File: src/design/text_console_with_pointer_defines.svh
// ----------------------------------------------------------------------------
// Text console with pointer: assertion macros
// Shared concurrent assertion forms used by the console RTL.
// ----------------------------------------------------------------------------
`ifndef TEXT_CONSOLE_WITH_POINTER_DEFINES_SVH
`define TEXT_CONSOLE_WITH_POINTER_DEFINES_SVH

// Same-cycle implication, disabled while reset is asserted
`define TCP_ASSERT_NOW(lbl, clk, rst_n, ante, cons, msg) \
	lbl: assert property (@(posedge clk) disable iff (!(rst_n)) (ante) |-> (cons)) \
		else $error(msg);

// Next-cycle implication, disabled while reset is asserted
`define TCP_ASSERT_NEXT(lbl, clk, rst_n, ante, cons, msg) \
	lbl: assert property (@(posedge clk) disable iff (!(rst_n)) (ante) |=> (cons)) \
		else $error(msg);

`endif

File: src/design/tcp_pkg.sv
`timescale 1ns / 1ps
// ----------------------------------------------------------------------------
// Text console with pointer: shared package
// Command codes, queue entry types and screen constants.
// ----------------------------------------------------------------------------
package tcp_pkg;

	// Default screen geometry
	localparam int DEF_COLUMNS = 80;
	localparam int DEF_ROWS    = 25;

	// Depth of the command queue between front and back
	localparam int QUEUE_DEPTH = 4;

	// Input operation codes
	localparam logic [1:0] OP_PUT  = 2'd0;
	localparam logic [1:0] OP_MOVE = 2'd1;
	localparam logic [1:0] OP_READ = 2'd2;

	// Classified command kinds
	localparam logic [2:0] KIND_NOP     = 3'd0;
	localparam logic [2:0] KIND_PUT     = 3'd1;
	localparam logic [2:0] KIND_NEWLINE = 3'd2;
	localparam logic [2:0] KIND_MOVE    = 3'd3;
	localparam logic [2:0] KIND_READ    = 3'd4;

	// Character and attribute constants
	localparam logic [7:0] CHAR_NEWLINE = 8'h0A;
	localparam logic [7:0] CHAR_BLANK   = 8'h20;
	localparam logic [7:0] ATTR_RESET   = 8'h07;

	typedef struct packed {
		logic [2:0]  kind;
		logic [7:0]  char_code;
		logic [7:0]  delta_x;
		logic [7:0]  delta_y;
		logic [10:0] cell_index;
	} tcp_cmd_t;

	// Head of the command queue as seen by the back end
	typedef struct packed {
		logic     valid;
		tcp_cmd_t cmd;
	} tcp_head_t;

	// Back-end feedback to the front end
	typedef struct packed {
		logic pop;
		logic init_busy;
	} tcp_back_stat_t;

	// Swap foreground and background nibbles of an attribute byte
	function automatic logic [7:0] swap_nib(input logic [7:0] attr);
		return {attr[3:0], attr[7:4]};
	endfunction

endpackage

File: src/design/tcp_front.sv
`timescale 1ns / 1ps
// ----------------------------------------------------------------------------
// Text console front end
// Accepts input transactions, classifies them into commands and queues them.
// ----------------------------------------------------------------------------
module tcp_front import tcp_pkg::*; #(
	parameter int COLUMNS = DEF_COLUMNS,
	parameter int ROWS    = DEF_ROWS
) (
	input  logic                  clk,
	input  logic                  arst_n,
	input  logic                  push,
	output logic                  full,
	input  logic [1:0]            operation,
	input  logic [7:0]            char_code,
	input  logic signed [7:0]     delta_x,
	input  logic signed [7:0]     delta_y,
	input  logic [10:0]           cell_index,
	output tcp_head_t             head,
	input  tcp_back_stat_t        bstat
);

	localparam int CELLS = COLUMNS * ROWS;
	localparam int QAW   = $clog2(QUEUE_DEPTH);

	tcp_cmd_t         queue_q [QUEUE_DEPTH];
	logic [QAW-1:0]   wr_ptr_q;
	logic [QAW-1:0]   rd_ptr_q;
	logic [QAW:0]     count_q;
	tcp_cmd_t         cmd_in;
	logic             accept;

	// Classify the incoming transaction
	always_comb begin
		cmd_in.char_code  = char_code;
		cmd_in.delta_x    = delta_x;
		cmd_in.delta_y    = delta_y;
		cmd_in.cell_index = cell_index;
		case (operation)
			OP_PUT: begin
				cmd_in.kind = (char_code == CHAR_NEWLINE) ? KIND_NEWLINE : KIND_PUT;
			end
			OP_MOVE: begin
				cmd_in.kind = KIND_MOVE;
			end
			OP_READ: begin
				cmd_in.kind = (int'(cell_index) < CELLS) ? KIND_READ : KIND_NOP;
			end
			default: begin
				cmd_in.kind = KIND_NOP;
			end
		endcase
	end

	// Hold off input while the queue is full or the screen is being initialized
	assign full   = (count_q == (QAW+1)'(QUEUE_DEPTH)) || bstat.init_busy;
	assign accept = push && !full;

	assign head.valid = (count_q != '0);
	assign head.cmd   = queue_q[rd_ptr_q];

	// Store queue entries
	always_ff @(posedge clk) begin
		if (accept) begin
			queue_q[wr_ptr_q] <= cmd_in;
		end
	end

	// Advance queue pointers and occupancy
	always_ff @(posedge clk or negedge arst_n) begin
		if (!arst_n) begin
			wr_ptr_q <= '0;
			rd_ptr_q <= '0;
			count_q  <= '0;
		end else begin
			if (accept) begin
				wr_ptr_q <= wr_ptr_q + 1'b1;
			end
			if (bstat.pop) begin
				rd_ptr_q <= rd_ptr_q + 1'b1;
			end
			if (accept && !bstat.pop) begin
				count_q <= count_q + 1'b1;
			end else if (!accept && bstat.pop) begin
				count_q <= count_q - 1'b1;
			end
		end
	end

endmodule

File: config.mk
export PLATFORM = sky130hd
export DESIGN_NAME = tcp_front
export DESIGN_NICKNAME = d
export VERILOG_FILES = /design/src/design/text_console_with_pointer_defines.svh /design/src/design/tcp_pkg.sv /design/src/design/tcp_front.sv
export SDC_FILE = /design/constraint.sdc
export NUM_CORES = 1
export LEC_CHECK = 0
export BUFFER_PORTS_ARGS = -buffer_cell sky130_fd_sc_hd__buf_4
export CORE_ASPECT_RATIO = 0.8
export CORE_MARGIN = 4
export CORE_UTILIZATION = 50
export DETAILED_ROUTE_END_ITERATION = 7
export GPL_TIMING_DRIVEN = 0
export PLACE_DENSITY = 0.69
export SYNTH_ARGS = -nofsm -noshare
export SYNTH_HDL_FRONTEND = slang
export SYNTH_SLANG_ARGS = --single-unit
File: constraint.sdc
create_clock -name clk -period 3.3 [get_ports clk]
set_input_delay 0.66 -clock clk [delete_from_list [all_inputs] [get_ports clk]]
set_output_delay 0.66 -clock clk [all_outputs]
set_load 0.02 [all_outputs]
== Yosys cells after proc, flatten, opt, wreduce, memory -nomap -nowiden ==
Memory sizes are Yosys's and may differ from the RTL's.
Index checks and enable logic that the tools add are counted.

* Add/subtract/negate cells: 4
* Magnitude comparators: 1
* Equal/unequal tests: 4
* Mux-type cells: 7
* Reduce and logical (&&, ||, !) cells: 10

{| class="wikitable"
|+ Operators with widths
! cell !! number
|-
| $lt 11x11->1 const B || 1
|-
| $mux 3 || 3
|-
| $pmux 3 s3 || 1
|-
| $eq 8x4->1 const B || 1
|-
| $add 2x1->2 const B || 2
|-
| $add 3x1->3 const B || 1
|-
| $eq 3x3->1 const B || 1
|-
| $logic_and 1x1->1 || 3
|-
| $logic_not 1->1 || 3
|-
| $reduce_bool 3->1 || 1
|-
| $sub 3x1->3 const B || 1
|-
| $eq 2x1->1 const B || 1
|-
| $eq 2x2->1 const B || 1
|-
| $logic_not 2->1 || 1
|-
| $mux 1 || 2
|-
| $mux 2 || 1
|-
| $reduce_bool 2->1 || 1
|-
| $logic_or 1x1->1 || 1
|}

* Register bits after elaboration: 7
* Memory bits (writable): 152
* Bits of input ports: 42
* Logic and storage cells: 30
* Memories: 1

{| class="wikitable"
|+ Memories
! name !! words !! bits a word !! read ports !! clocked after memory_dff !! wr ports !! line !! RTL
|-
| queue_q || 4 || 38 || 1 || 0 || 1 || tcp_front.sv:26 || <nowiki>tcp_cmd_t queue_q [QUEUE_DEPTH];</nowiki>
|}

== Longest topological paths before layout ==
Gate-level depths: netlist (run 1).

* Word-level depth: 8
* Mapped depth: 8
* Mapped depth without buffers: 8

== Worst setup path after synthesis (run 1) ==
No wires, ideal clock.

* Path type: in2reg
* Start: input port bstat[0] (netlist bit)
* End: memory queue_q[0][0] (netlist bit), enable pin
* Data arrival time: 1.989 ns
* Slack: 0.912 ns
* Cell stages on the path: 3
* Buffers on the path: 0
* Cell sequence: nand2b_1 > a21oi_2 > and2_1

* Longest elaborated chain between the ends: 5

{| class="wikitable"
|+ Ends and longest elaborated chain
! item !! line !! RTL
|-
| start, declared || tcp_front.sv:20 || <nowiki>input tcp_back_stat_t bstat</nowiki>
|-
| $logic_or 1x1->1 || tcp_front.sv:56 || <nowiki>assign full = (count_q == (QAW+1)'(QUEUE_DEPTH)) || bstat.init_busy;</nowiki>
|-
| $logic_not 1->1 || tcp_front.sv:57 || <nowiki>assign accept = push && !full;</nowiki>
|-
| $logic_and 1x1->1 || tcp_front.sv:57 ||
|-
| named net accept || tcp_front.sv:31 || <nowiki>logic accept;</nowiki>
|-
| $mux 1 || tcp_front.sv:64 || <nowiki>if (accept) begin</nowiki>
|-
| $mux 1 (implied by the code) || tcp_front.sv:65 || <nowiki>queue_q[wr_ptr_q] <= cmd_in;</nowiki>
|-
| end, declared || tcp_front.sv:26 ||
|}

The timed path passes the listed nets, and every way through them passes these cells.

==> results of run 1 <==
-- state kept, by name, summed over array words and instances (netlist names) --
signal    count
queue_q     152
count_q       3
rd_ptr_q      2
wr_ptr_q      2
-- path summary, 6_finish.rpt --
kind / from / slack, ns / to
min: arst_n / 0.05 / count_q[2]
min in group clk: cell_index[0] / 0.45 / queue_q[2][0]
min reg2reg: count_q[2] / 0.54 / count_q[2]
max reg2reg: count_q[0] / 1.28 / count_q[2]
max in group asynchronous: arst_n / 3.12 / rd_ptr_q[1]
max: rd_ptr_q[1] / 0.84 / head[23]
-- cells by family after synthesis --
logic type / after synthesis / synth area share
XOR/XNOR: 6 / 0.00875
adder cells (fa/ha/maj): 6 / 0.0138
AO/OA/AOI/OAI: 6 / 0.00667
buffers and inverters: 15 / 0.0227
multiplexers: 40 / 0.146
flip-flops: 159 / 0.789
AND/OR/NAND/NOR: 13 / 0.0127
-- per-layer routing --
layer	vias to the layer above	share of wire
met4	0	0.0036
met2	61	0.50
met1	1407	0.45
met5	-	0
li1	1240	-
met3	4	0.046
-- Yosys cell counts (2+ instances only) --
master,n,area [um2]
buf_2,3,15.0
mux4_2,38,856
inv_1,6,22.5
nor2_1,3,11.3
xnor2_1,3,26.3
a21oi_1,2,10.0
dfrtp_1,7,175
buf_12,4,80.1
nor4b_1,2,17.5
edfxtp_1,152,4560
xor2_1,3,26.3
and2_1,4,25.0
ha_1,5,62.6
-- final cells by class --
cell class	count	share of cell area
Buffer	9	0.0153
Clock buffer	17	0.0571
Clock inverter	15	0.0186
Inverter	6	0.00302
Multi-Input combinational cell	71	0.152
Sequential cell	159	0.636
Tap cell	148	0.0248
Timing Repair Buffer	85	0.0933
-- worst max-delay path: stages, from the launching register on --
cell and delay [ns]:
dfrtp_1 0.35, buf_2 0.27, buf_4 0.26, mux4_2 0.33, buf_4 0.17
-- where the power goes --
group	internal, mW	total (mW)	switching (mW)
Sequential	2.47	2.55	0.0770
Combinational	1.05	2.12	1.07
Clock	1.05	1.82	0.774
-- per-stage QoR --
stage	instance area [um2]	setup WS, ns
final	7460	0.845
after global routing	7460	0.730
after CTS	7460	0.801
after detailed placement	6890	0.912
after global placement	6800	0.0746
after floorplan	6010	0.912
==> results.txt, run 1 <==
min Tclk post-route: 2.46 ns
fmax: 407 MHz
Num CTS Buffers: 17
clk buf depth: 2
YS warnings: 0
post-synth cell types: 26
CTS tree: yes
# Post-CTS Setup Buffers: 0
post-CTS sizing: 0
initial antenna violation count: 0
endpoint type of the worst setup path: primary output
Yosys reg bits: 159
Clock Root Buffer: clkbuf_16
total power: 6.49 mW
Tcrit/Tclk final: 0.744
Synth Instances: 245
met3 usage: 0.0598
Layout area overhead: 24.1%
maximum VDD drop: 0.436 mV
worst-path fanout max: 10
Multi-input gate area: 0.00113 mm2
DP Cell Count: 478
worst min path class: in -> async
Mapped Area: 0.00601 mm2
Setup TNS: 0 ns
post-detailed-route count of antenna-violating nets: 0
number of global-route vias before repair: 2936
clk slew on worst S/H paths: 0.06 ns
CTS H-Tree Depth: 4
met1 global-route usage: 0.218
Final Instance Count excl. Fillers: 510
DR pass1 iterations: 4
antenna diode count: 0
critical path class: reg -> out
Die Y-Extent: 106 um
register area share after synthesis: 0.789
Register-to-Register Path Depth: 8
global-route wire length before repair: 15900 um
hold_ws: 0.0474 ns
setup violators final: 0
fill count: 818
met2 usage: 0.244
HPWL after DPL: 6530 um
FF+latch area: 0.00474 mm2
Die X: 131 um
Max-Cap Viols: 0
final wirelength: 10100 um
relative slew slack: 0.609
GP Congestion: 0.711
post-cts hold buffer count: 0
ys flop type: edfxtp_1
GRT overflow: 0
Clock Sinks: 159
Slew @ Worst Pin: 0.587 ns
Worst EP required: 2.64 ns
drt wl/cell: 19.8 um
share of layout cells above drive strength 1: 0.464
synthesized area per cell: 24.5 um2
Fin Clk Skew: 0.00968 ns
clk_lat worst skew: 0.41 ns
via count of the routed design: 2712
status: finished, final reports clean
DRT iter0 DRCs: 134
Final nets: 397
syn_nets: 293
Final Util: 0.640
CORE AREA: 0.0116 mm2
Post-route DRC: 0
crit path launch type: flop
fraction of registers with async set/reset: 0.0440
initial cell density of the core: 0.516
post-DR vias/cell: 5.32
cell row count: 35
most frequent cells in the layout: edfxtp_1 (152), buf_4 (82), mux4_2 (38)
Final Hold Fails: 0
Leak: 2.61 nW
PD cells: 870 mW/mm2
# IOs: 82
RSZ-0062 raised after global routing: false
Buffers on Ports: 81
Most Crowded Layer GR: met2
pin count of the biggest net entering global routing: 27
most common cell after layout, fill and taps aside: edfxtp_1
Worst Path Arrival: 1.80 ns
die area: 0.0138 mm2
Max Slew Vio Count: 0
All-Layer GR Usage: 0.159
number of synthesized flops with an enable pin: 152
Note: power is estimated with default switching activity, not from simulation.
==> run 2: changes to the inputs <==
--- a/config.mk
+++ b/config.mk
@@ -5,13 +5,14 @@
 export SDC_FILE = /design/constraint.sdc
 export NUM_CORES = 1
 export LEC_CHECK = 0
+export ABC_AREA = 1
 export BUFFER_PORTS_ARGS = -buffer_cell sky130_fd_sc_hd__buf_4
 export CORE_ASPECT_RATIO = 0.8
 export CORE_MARGIN = 4
 export CORE_UTILIZATION = 50
 export DETAILED_ROUTE_END_ITERATION = 7
 export GPL_TIMING_DRIVEN = 0
-export PLACE_DENSITY = 0.69
+export PLACE_DENSITY = 0.68
 export SYNTH_ARGS = -nofsm -noshare
 export SYNTH_HDL_FRONTEND = slang
 export SYNTH_SLANG_ARGS = --single-unit
==> constraint.sdc (replaced) <==
create_clock -name clk -period 2.4 [get_ports clk]
set_input_delay 0.48 -clock clk [delete_from_list [all_inputs] [get_ports clk]]
set_output_delay 0.48 -clock clk [all_outputs]
set_load 0.02 [all_outputs]
==> results.txt, run 2 <==
via count of the routed design: 4131 (+52%)
register area share after synthesis: 0.709 (-0.0803)
Final Hold Fails: 0 (unchanged)
Final Instance Area: 0.00823 mm2 (+10%)
biggest regs: queue_q: 152 flops, count_q: 3 flops
top post-synthesis cells by count: edfxtp_1 (152), inv_1 (98), nand2_1 (96)
# IOs: 82 (unchanged)
setup slack after layout: 0.141 ns (-0.703 ns)
CTS tree: yes
fraction of registers with async set/reset: 0.0440 (unchanged)
HPWL after DPL: 8870 um (+36%)
pin count of the biggest net entering global routing: 26 (-3.7%)
Buffers on Ports: 81 (unchanged)
Clock Sinks: 159 (unchanged)
# Post-CTS Setup Buffers: 0 (unchanged)
Yosys top cell by area: edfxtp_1
CP delay by family, top: buffers and inverters
initial antenna violation count: 0 (unchanged)
critical path class: reg -> out
syn_nets: 571 (+95%)
PD cells: 1240 mW/mm2 (+43%)
Leak: 3.39 nW (+30%)
Worst Path Arrival: 1.78 ns (-0.02 ns)
Crit. Startpoint: rd_ptr_q[0]
Simple-Gate Fraction of Synth Area: 0.0674 (+0.0547)
relative slew slack: 0.574 (-0.0348)
Critical path buffers and inverters: 3 (unchanged)
post-detailed-route count of antenna-violating nets: 0 (unchanged)
Post-route DRC: 0 (unchanged)
slowest stage delay, CP: 0.37 ns (+0.02 ns)
Final nets: 676 (+70%)
post-synth cell types: 21 (-19%)
most common cell after layout, fill and taps aside: edfxtp_1
FF-to-FF End: count_q[2]
clk slew on worst S/H paths: 0.06 ns (about the same)
Hold Path Cell Cnt: 2
endpoint type of the worst setup path: primary output
All-Layer GR Usage: 0.187 (+0.0285)
number of synthesized flops with an enable pin: 152 (unchanged)
cell row count: 37 (+5.7%)
Synth Instances: 523 (+110%)
Die Y-Extent: 111 um (+5.1%)
post-DR vias/cell: 5.06 (-4.8%)
initial cell density of the core: 0.516 (about the same)
Die X: 137 um (+5.2%)
YS warnings: 0 (unchanged)
WP depth: 5 (+1)
global-route wire length before repair: 21400 um (+34%)
Reg2Reg Setup Slack: 0.28 ns (-1.00 ns)
Compound-Gate Fraction of Synth Area: 0.124 (+0.117)
Slew @ Worst Pin: 0.637 ns (+0.0507 ns)
Max-Cap Viols: 0 (unchanged)
Layout area overhead: 23.1%
post-place instance area: 0.00762 mm2 (+11%)
CTS H-Tree Depth: 4 (unchanged)
GP Congestion: 0.745 (+4.7%)
worst min path class: in -> reg
Worst EP required: 1.92 ns (-0.72 ns)
clk buf depth: 2 (unchanged)
CP max stage cell: clkbuf_1
antenna diode count: 0 (unchanged)
crit path launch type: flop
Placement Setup Slack: 0.0694 ns (-0.842 ns)
min Tclk post-route: 2.26 ns
max FFs per register: 152 (unchanged)
Num CTS Buffers: 17 (unchanged)
XOR/XNOR Fraction of Synth Area: 0.00393 (-0.00482)
maximum VDD drop: 0.808 mV (+85%)
GRT overflow: 0 (unchanged)
total power: 10.2 mW (+58%)
FF+latch area: 0.00474 mm2 (unchanged)
largest reg by FF count: queue_q
Mapped Area: 0.00669 mm2 (+11%)
Multi-input gate area: 0.00142 mm2 (+25%)
Synth Area in Adders: 0.0124 (-0.00140)
ys flop type: edfxtp_1
Tcrit/Tclk final: 0.941
Register-to-Register Path Depth: 11 (+3)
count leader, synth: edfxtp_1
worst hold endpoint: rd_ptr_q[0]
Max Slew Vio Count: 0 (unchanged)
number of global-route vias before repair: 4150 (+41%)
CP cell instances: buf_6, clkbuf_1, o21ai_0, nand2_1, buf_4
worst r2r src: count_q[0]
mux share of post-synthesis cell area: 0 (-0.146)
CORE AREA: 0.0130 mm2 (+11%)
DR pass1 iterations: 5 (+1)
drt wl/cell: 16.8 um (-15%)
final wirelength: 13700 um (+36%)
fmax: 443 MHz
DRT iter0 DRCs: 337 (+150%)
clk_lat worst skew: 0.42 ns (about the same)
fill count: 984 (+20%)
largest family of logic cells by synthesized area: compound AO/OA/AOI/OAI gates
hold wc startpoint: bstat[1]
synth top area cells: edfxtp_1 (68%), o211ai_2 (5.6%), inv_1 (5.5%)
status: finished, final reports clean
synthesized area per cell: 12.8 um2 (-48%)
most frequent cells in the layout: edfxtp_1 (152), inv_1 (98), nand2_1 (96)
worst-path fanout max: 10 (unchanged)
Yosys reg bits: 159 (unchanged)
Yosys top cell area share: 0.683 (-0.0774)
setup violators final: 0 (unchanged)
Clock Root Buffer: clkbuf_16
Fin Clk Skew: 0.00866 ns (-0.00102 ns)
RSZ-0062 raised after global routing: false
die area: 0.0153 mm2 (+11%)
share of layout cells above drive strength 1: 0.273 (-0.191)
## run 2: cell count changes in the layout (fill, tap and decap cells not counted), sizes merged, moves of 14 or more
cell | previous run | this run
o21ai | 1 | 40
nand2 | 1 | 96
inv | 10 | 100
a21oi | 3 | 38
o211ai | 0 | 38
mux4 | 38 | 0
buf | 94 | 108
## run 2: cell type report
cell class	instances	area share
timing repair buffer	86	0.0848
multi-input combinational	240	0.173
inverter	98	0.0447
buffer	26	0.0236
clock buffer	20	0.0555
tap	175	0.0266
clock inverter	12	0.0164
sequential	159	0.576
## run 2: worst max path at each step
| stage | endpoint | slack, ns |
|---|---|---|
| 6_report | head[6] | 0.14 |
| 2_1_floorplan | queue_q[0][0] | -0.42 |
| 3_5_place_dp | queue_q[3][18] | 0.07 |
| 3_3_place_gp | queue_q[2][21] | -1.94 |
| 4_1_cts | queue_q[3][18] | 0.1 |
| 5_1_grt | head[6] | 0.03 |
## run 2: power breakdown
group / internal [mW] / switching (mW)
Sequential: 3.38 / 0.104
Clock: 1.59 / 1.05
Combinational: 1.54 / 2.57
## run 2: metrics by stage
step / TNS (ns) / util / hold slack, ns / cells
after CTS: 0 / 0.635 / 0.242 / 816
after global placement: -276.14 / 0.580 / 0.298 / 779
after global routing: 0 / 0.635 / 0.242 / 816
final: 0 / 0.635 / 0.258 / 816
after detailed placement: 0 / 0.588 / 0.299 / 783
after floorplan: -64.38 / - / 0.184 / 523
## run 2: repair_timing
item                                   4_1_cts  5_1_grt
resized for setup                            0        1
endpoints found under the hold margin        7        0
setup endpoints to repair                    0       23
hold buffers                                 1        0
## run 2: cells by family (layout without fill, tap and decap cells)
logic type,count (synthesis),in the layout
DFF,159,159
buffers and inverters,124,242
and+or+nand+nor,115,115
AOI/OAI and AO/OA,116,116
adders and majority gates,6,6
xor gates and xnor gates,3,3
## run 2: metal layers
| metal | vias up | GRT usage | wire [um] | share of wire |
|---|---|---|---|---|
| met2 | 123 | 0.308 | 6820 | 0.50 |
| met5 | - | 0 | 0 | 0 |
| met1 | 1998 | 0.250 | 6030 | 0.44 |
| met4 | 0 | 0.0505 | 106 | 0.0077 |
| li1 | 2001 | - | - | - |
| met3 | 9 | 0.0465 | 764 | 0.056 |
==> run 3: changes to the inputs <==
--- a/config.mk
+++ b/config.mk
@@ -12,7 +12,7 @@
 export CORE_UTILIZATION = 50
 export DETAILED_ROUTE_END_ITERATION = 7
 export GPL_TIMING_DRIVEN = 0
-export PLACE_DENSITY = 0.68
+export PLACE_DENSITY = 0.7
 export SYNTH_ARGS = -nofsm -noshare
 export SYNTH_HDL_FRONTEND = slang
 export SYNTH_SLANG_ARGS = --single-unit
==> results.txt, run 3 (synthesis gave the netlist of run 2 again) <==
relative slew slack: 0.510 (-0.0642)
endpoint type of the worst setup path: primary output
All-Layer GR Usage: 0.191 (+0.00326)
Leak: 3.38 nW (-0.29%)
Sw Ratio: 0.376 (+0.0124)
Post-route DRC: 0 (unchanged)
# Post-CTS Setup Buffers: 0 (unchanged)
# IOs: 82 (unchanged)
Die Y-Extent: 111 um (unchanged)
fmax: 443 MHz (about the same)
max FFs per register: 152 (unchanged)
total power: 10.0 mW (-2.0%)
die area: 0.0153 mm2 (unchanged)
largest reg by FF count: queue_q
Slew @ Worst Pin: 0.733 ns (+0.0960 ns)
Max-Cap Viols: 0 (unchanged)
drt wl/cell: 17.1 um (+1.6%)
pin count of the biggest net entering global routing: 26 (unchanged)
Clock Root Buffer: clkbuf_16
Fin Clk Skew: 0.00838 ns (-0.000284 ns)
share of layout cells above drive strength 1: 0.275 (+0.00156)
initial cell density of the core: 0.516 (unchanged)
status: finished, final reports clean
NetSw: 3.77 mW (+1.4%)
crit path launch type: flop
initial antenna violation count: 0 (unchanged)
hold wc startpoint: delta_x[0]
cell row count: 37 (unchanged)
worst-path fanout max: 10 (unchanged)
via count of the routed design: 4143 (+0.29%)
clock group share of total power: 0.241 (-0.017)
Buffers on Ports: 81 (unchanged)
GRT overflow: 0 (unchanged)
CTS H-Tree Depth: 4 (unchanged)
Worst EP required: 1.92 ns (about the same)
clk_lat worst skew: 0.42 ns (about the same)
DP Cell Count: 783 (unchanged)
CORE AREA: 0.0130 mm2 (unchanged)
most frequent cells in the layout: edfxtp_1 (152), inv_1 (98), nand2_1 (96)
min Tclk post-route: 2.26 ns (-0.00116 ns)
Register-to-Register Path Depth: 5 (-6)
Final nets: 676 (unchanged)
number of global-route vias before repair: 4224 (+1.8%)
antenna diode count: 0 (unchanged)
Worst Path Arrival: 1.78 ns (about the same)
DR pass1 iterations: 5 (unchanged)
post-DR vias/cell: 5.08 (+0.29%)
Max Slew Vio Count: 0 (unchanged)
setup violators final: 0 (unchanged)
PD cells: 1230 mW/mm2 (-1.4%)
worst hold endpoint: queue_q[3][19]
clk slew on worst S/H paths: 0.06 ns (about the same)
worst r2r src: count_q[0]
Layout area overhead: 22.4%
Final Instance Area: 0.00819 mm2 (-0.55%)
HPWL after DPL: 8940 um (+0.80%)
critical path class: reg -> out
Hold Path Cell Cnt: 1 (-1)
Logic pwr share: 0.411 (+0.010)
Final Instance Count excl. Fillers: 816 (unchanged)
global-route wire length before repair: 21900 um (+2.7%)
Die X: 137 um (unchanged)
maximum VDD drop: 0.755 mV (-6.5%)
post-place instance area: 0.00763 mm2 (about the same)
Reg2Reg Setup Slack: 0.25 ns (-0.03 ns)
FF-to-FF End: queue_q[0][23]
clk buf depth: 2 (unchanged)
final wirelength: 14000 um (+1.6%)
worst min path class: in -> reg
Seq pwr share: 0.348 (+0.007)
Clock Sinks: 159 (unchanged)
CTS tree: yes
post-detailed-route count of antenna-violating nets: 0 (unchanged)
Final Hold Fails: 0 (unchanged)
Num CTS Buffers: 17 (unchanged)
biggest regs: queue_q: 152 flops, count_q: 3 flops
Power Internal: 6.26 mW (-3.9%)
Tcrit/Tclk final: 0.941 (about the same)
GP Congestion: 0.728 (-2.3%)
RSZ-0062 raised after global routing: false
DRT iter0 DRCs: 327 (-3.0%)
most common cell after layout, fill and taps aside: edfxtp_1
==> run 3: how the worst max path moves through the flow <==
stage | from | to | cells after the start
after floorplan | bstat[0] | queue_q[0][0] | 3
after global placement | bstat[0] | queue_q[2][18] | 4
after detailed placement | bstat[0] | queue_q[0][14] | 5
after CTS | count_q[0] | queue_q[0][23] | 5
after global routing | rd_ptr_q[0] | head[23] | 5
final | rd_ptr_q[0] | head[23] | 5
==> run 3: repair_timing <==
| item | in CTS | in global routing |
|---|---|---|
| hold buffers | 1 | 0 |
| gates resized for setup | 0 | 5 |
| endpoints found under the hold margin | 7 | 0 |
| endpoints found under the setup margin | 0 | 69 |
==> run 3: power groups by stage <==
stage	Combinational [mW]	Sequential, mW	Clock, mW
2_1_floorplan	2.54	3.53	0
3_5_place_dp	4.16	3.55	0
5_1_grt	4.50	3.51	2.59
6_report	4.12	3.49	2.42
4_1_cts	4.18	3.49	2.45
3_3_place_gp	4.01	3.56	0
==> run 3: final cells by class <==
class                           instances  area [um2]
Buffer                                 26         196
Clock buffer                           17         425
Clock inverter                         15         111
Fill cell                             992        4780
Inverter                               98         368
Multi-Input combinational cell        240        1420
Sequential cell                       159        4740
Tap cell                              175         219
Timing Repair Buffer                   86         706
==> run 3: through the flow <==
step | hold slack [ns] | setup TNS [ns] | setup slack [ns] | util
CTS | 0.248 | 0 | 0.0190 | 0.631
global placement | 0.299 | -285.45 | -1.92 | 0.580
detailed placement | 0.301 | 0 | 0.0209 | 0.589
floorplan | 0.184 | -64.38 | -0.424 | -
global route | 0.248 | 0 | 0.0100 | 0.631
finish | 0.258 | 0 | 0.142 | 0.631
==> run 3: critical path: stages (launching register included) <==
cell      delay, ns
dfrtp_1        0.36
buf_6          0.14
clkbuf_1       0.40
o21ai_0        0.19
nand2_1        0.12
buf_4          0.15
==> run 3: routing by layer <==
layer,track usage,vias to the layer above,wire length (um),part of all wire
li1,-,2006,-,-
met1,0.262,1992,6020,0.43
met2,0.308,134,6830,0.49
met3,0.0388,11,946,0.068
met4,0.0572,0,150,0.011
met5,0,-,0,0
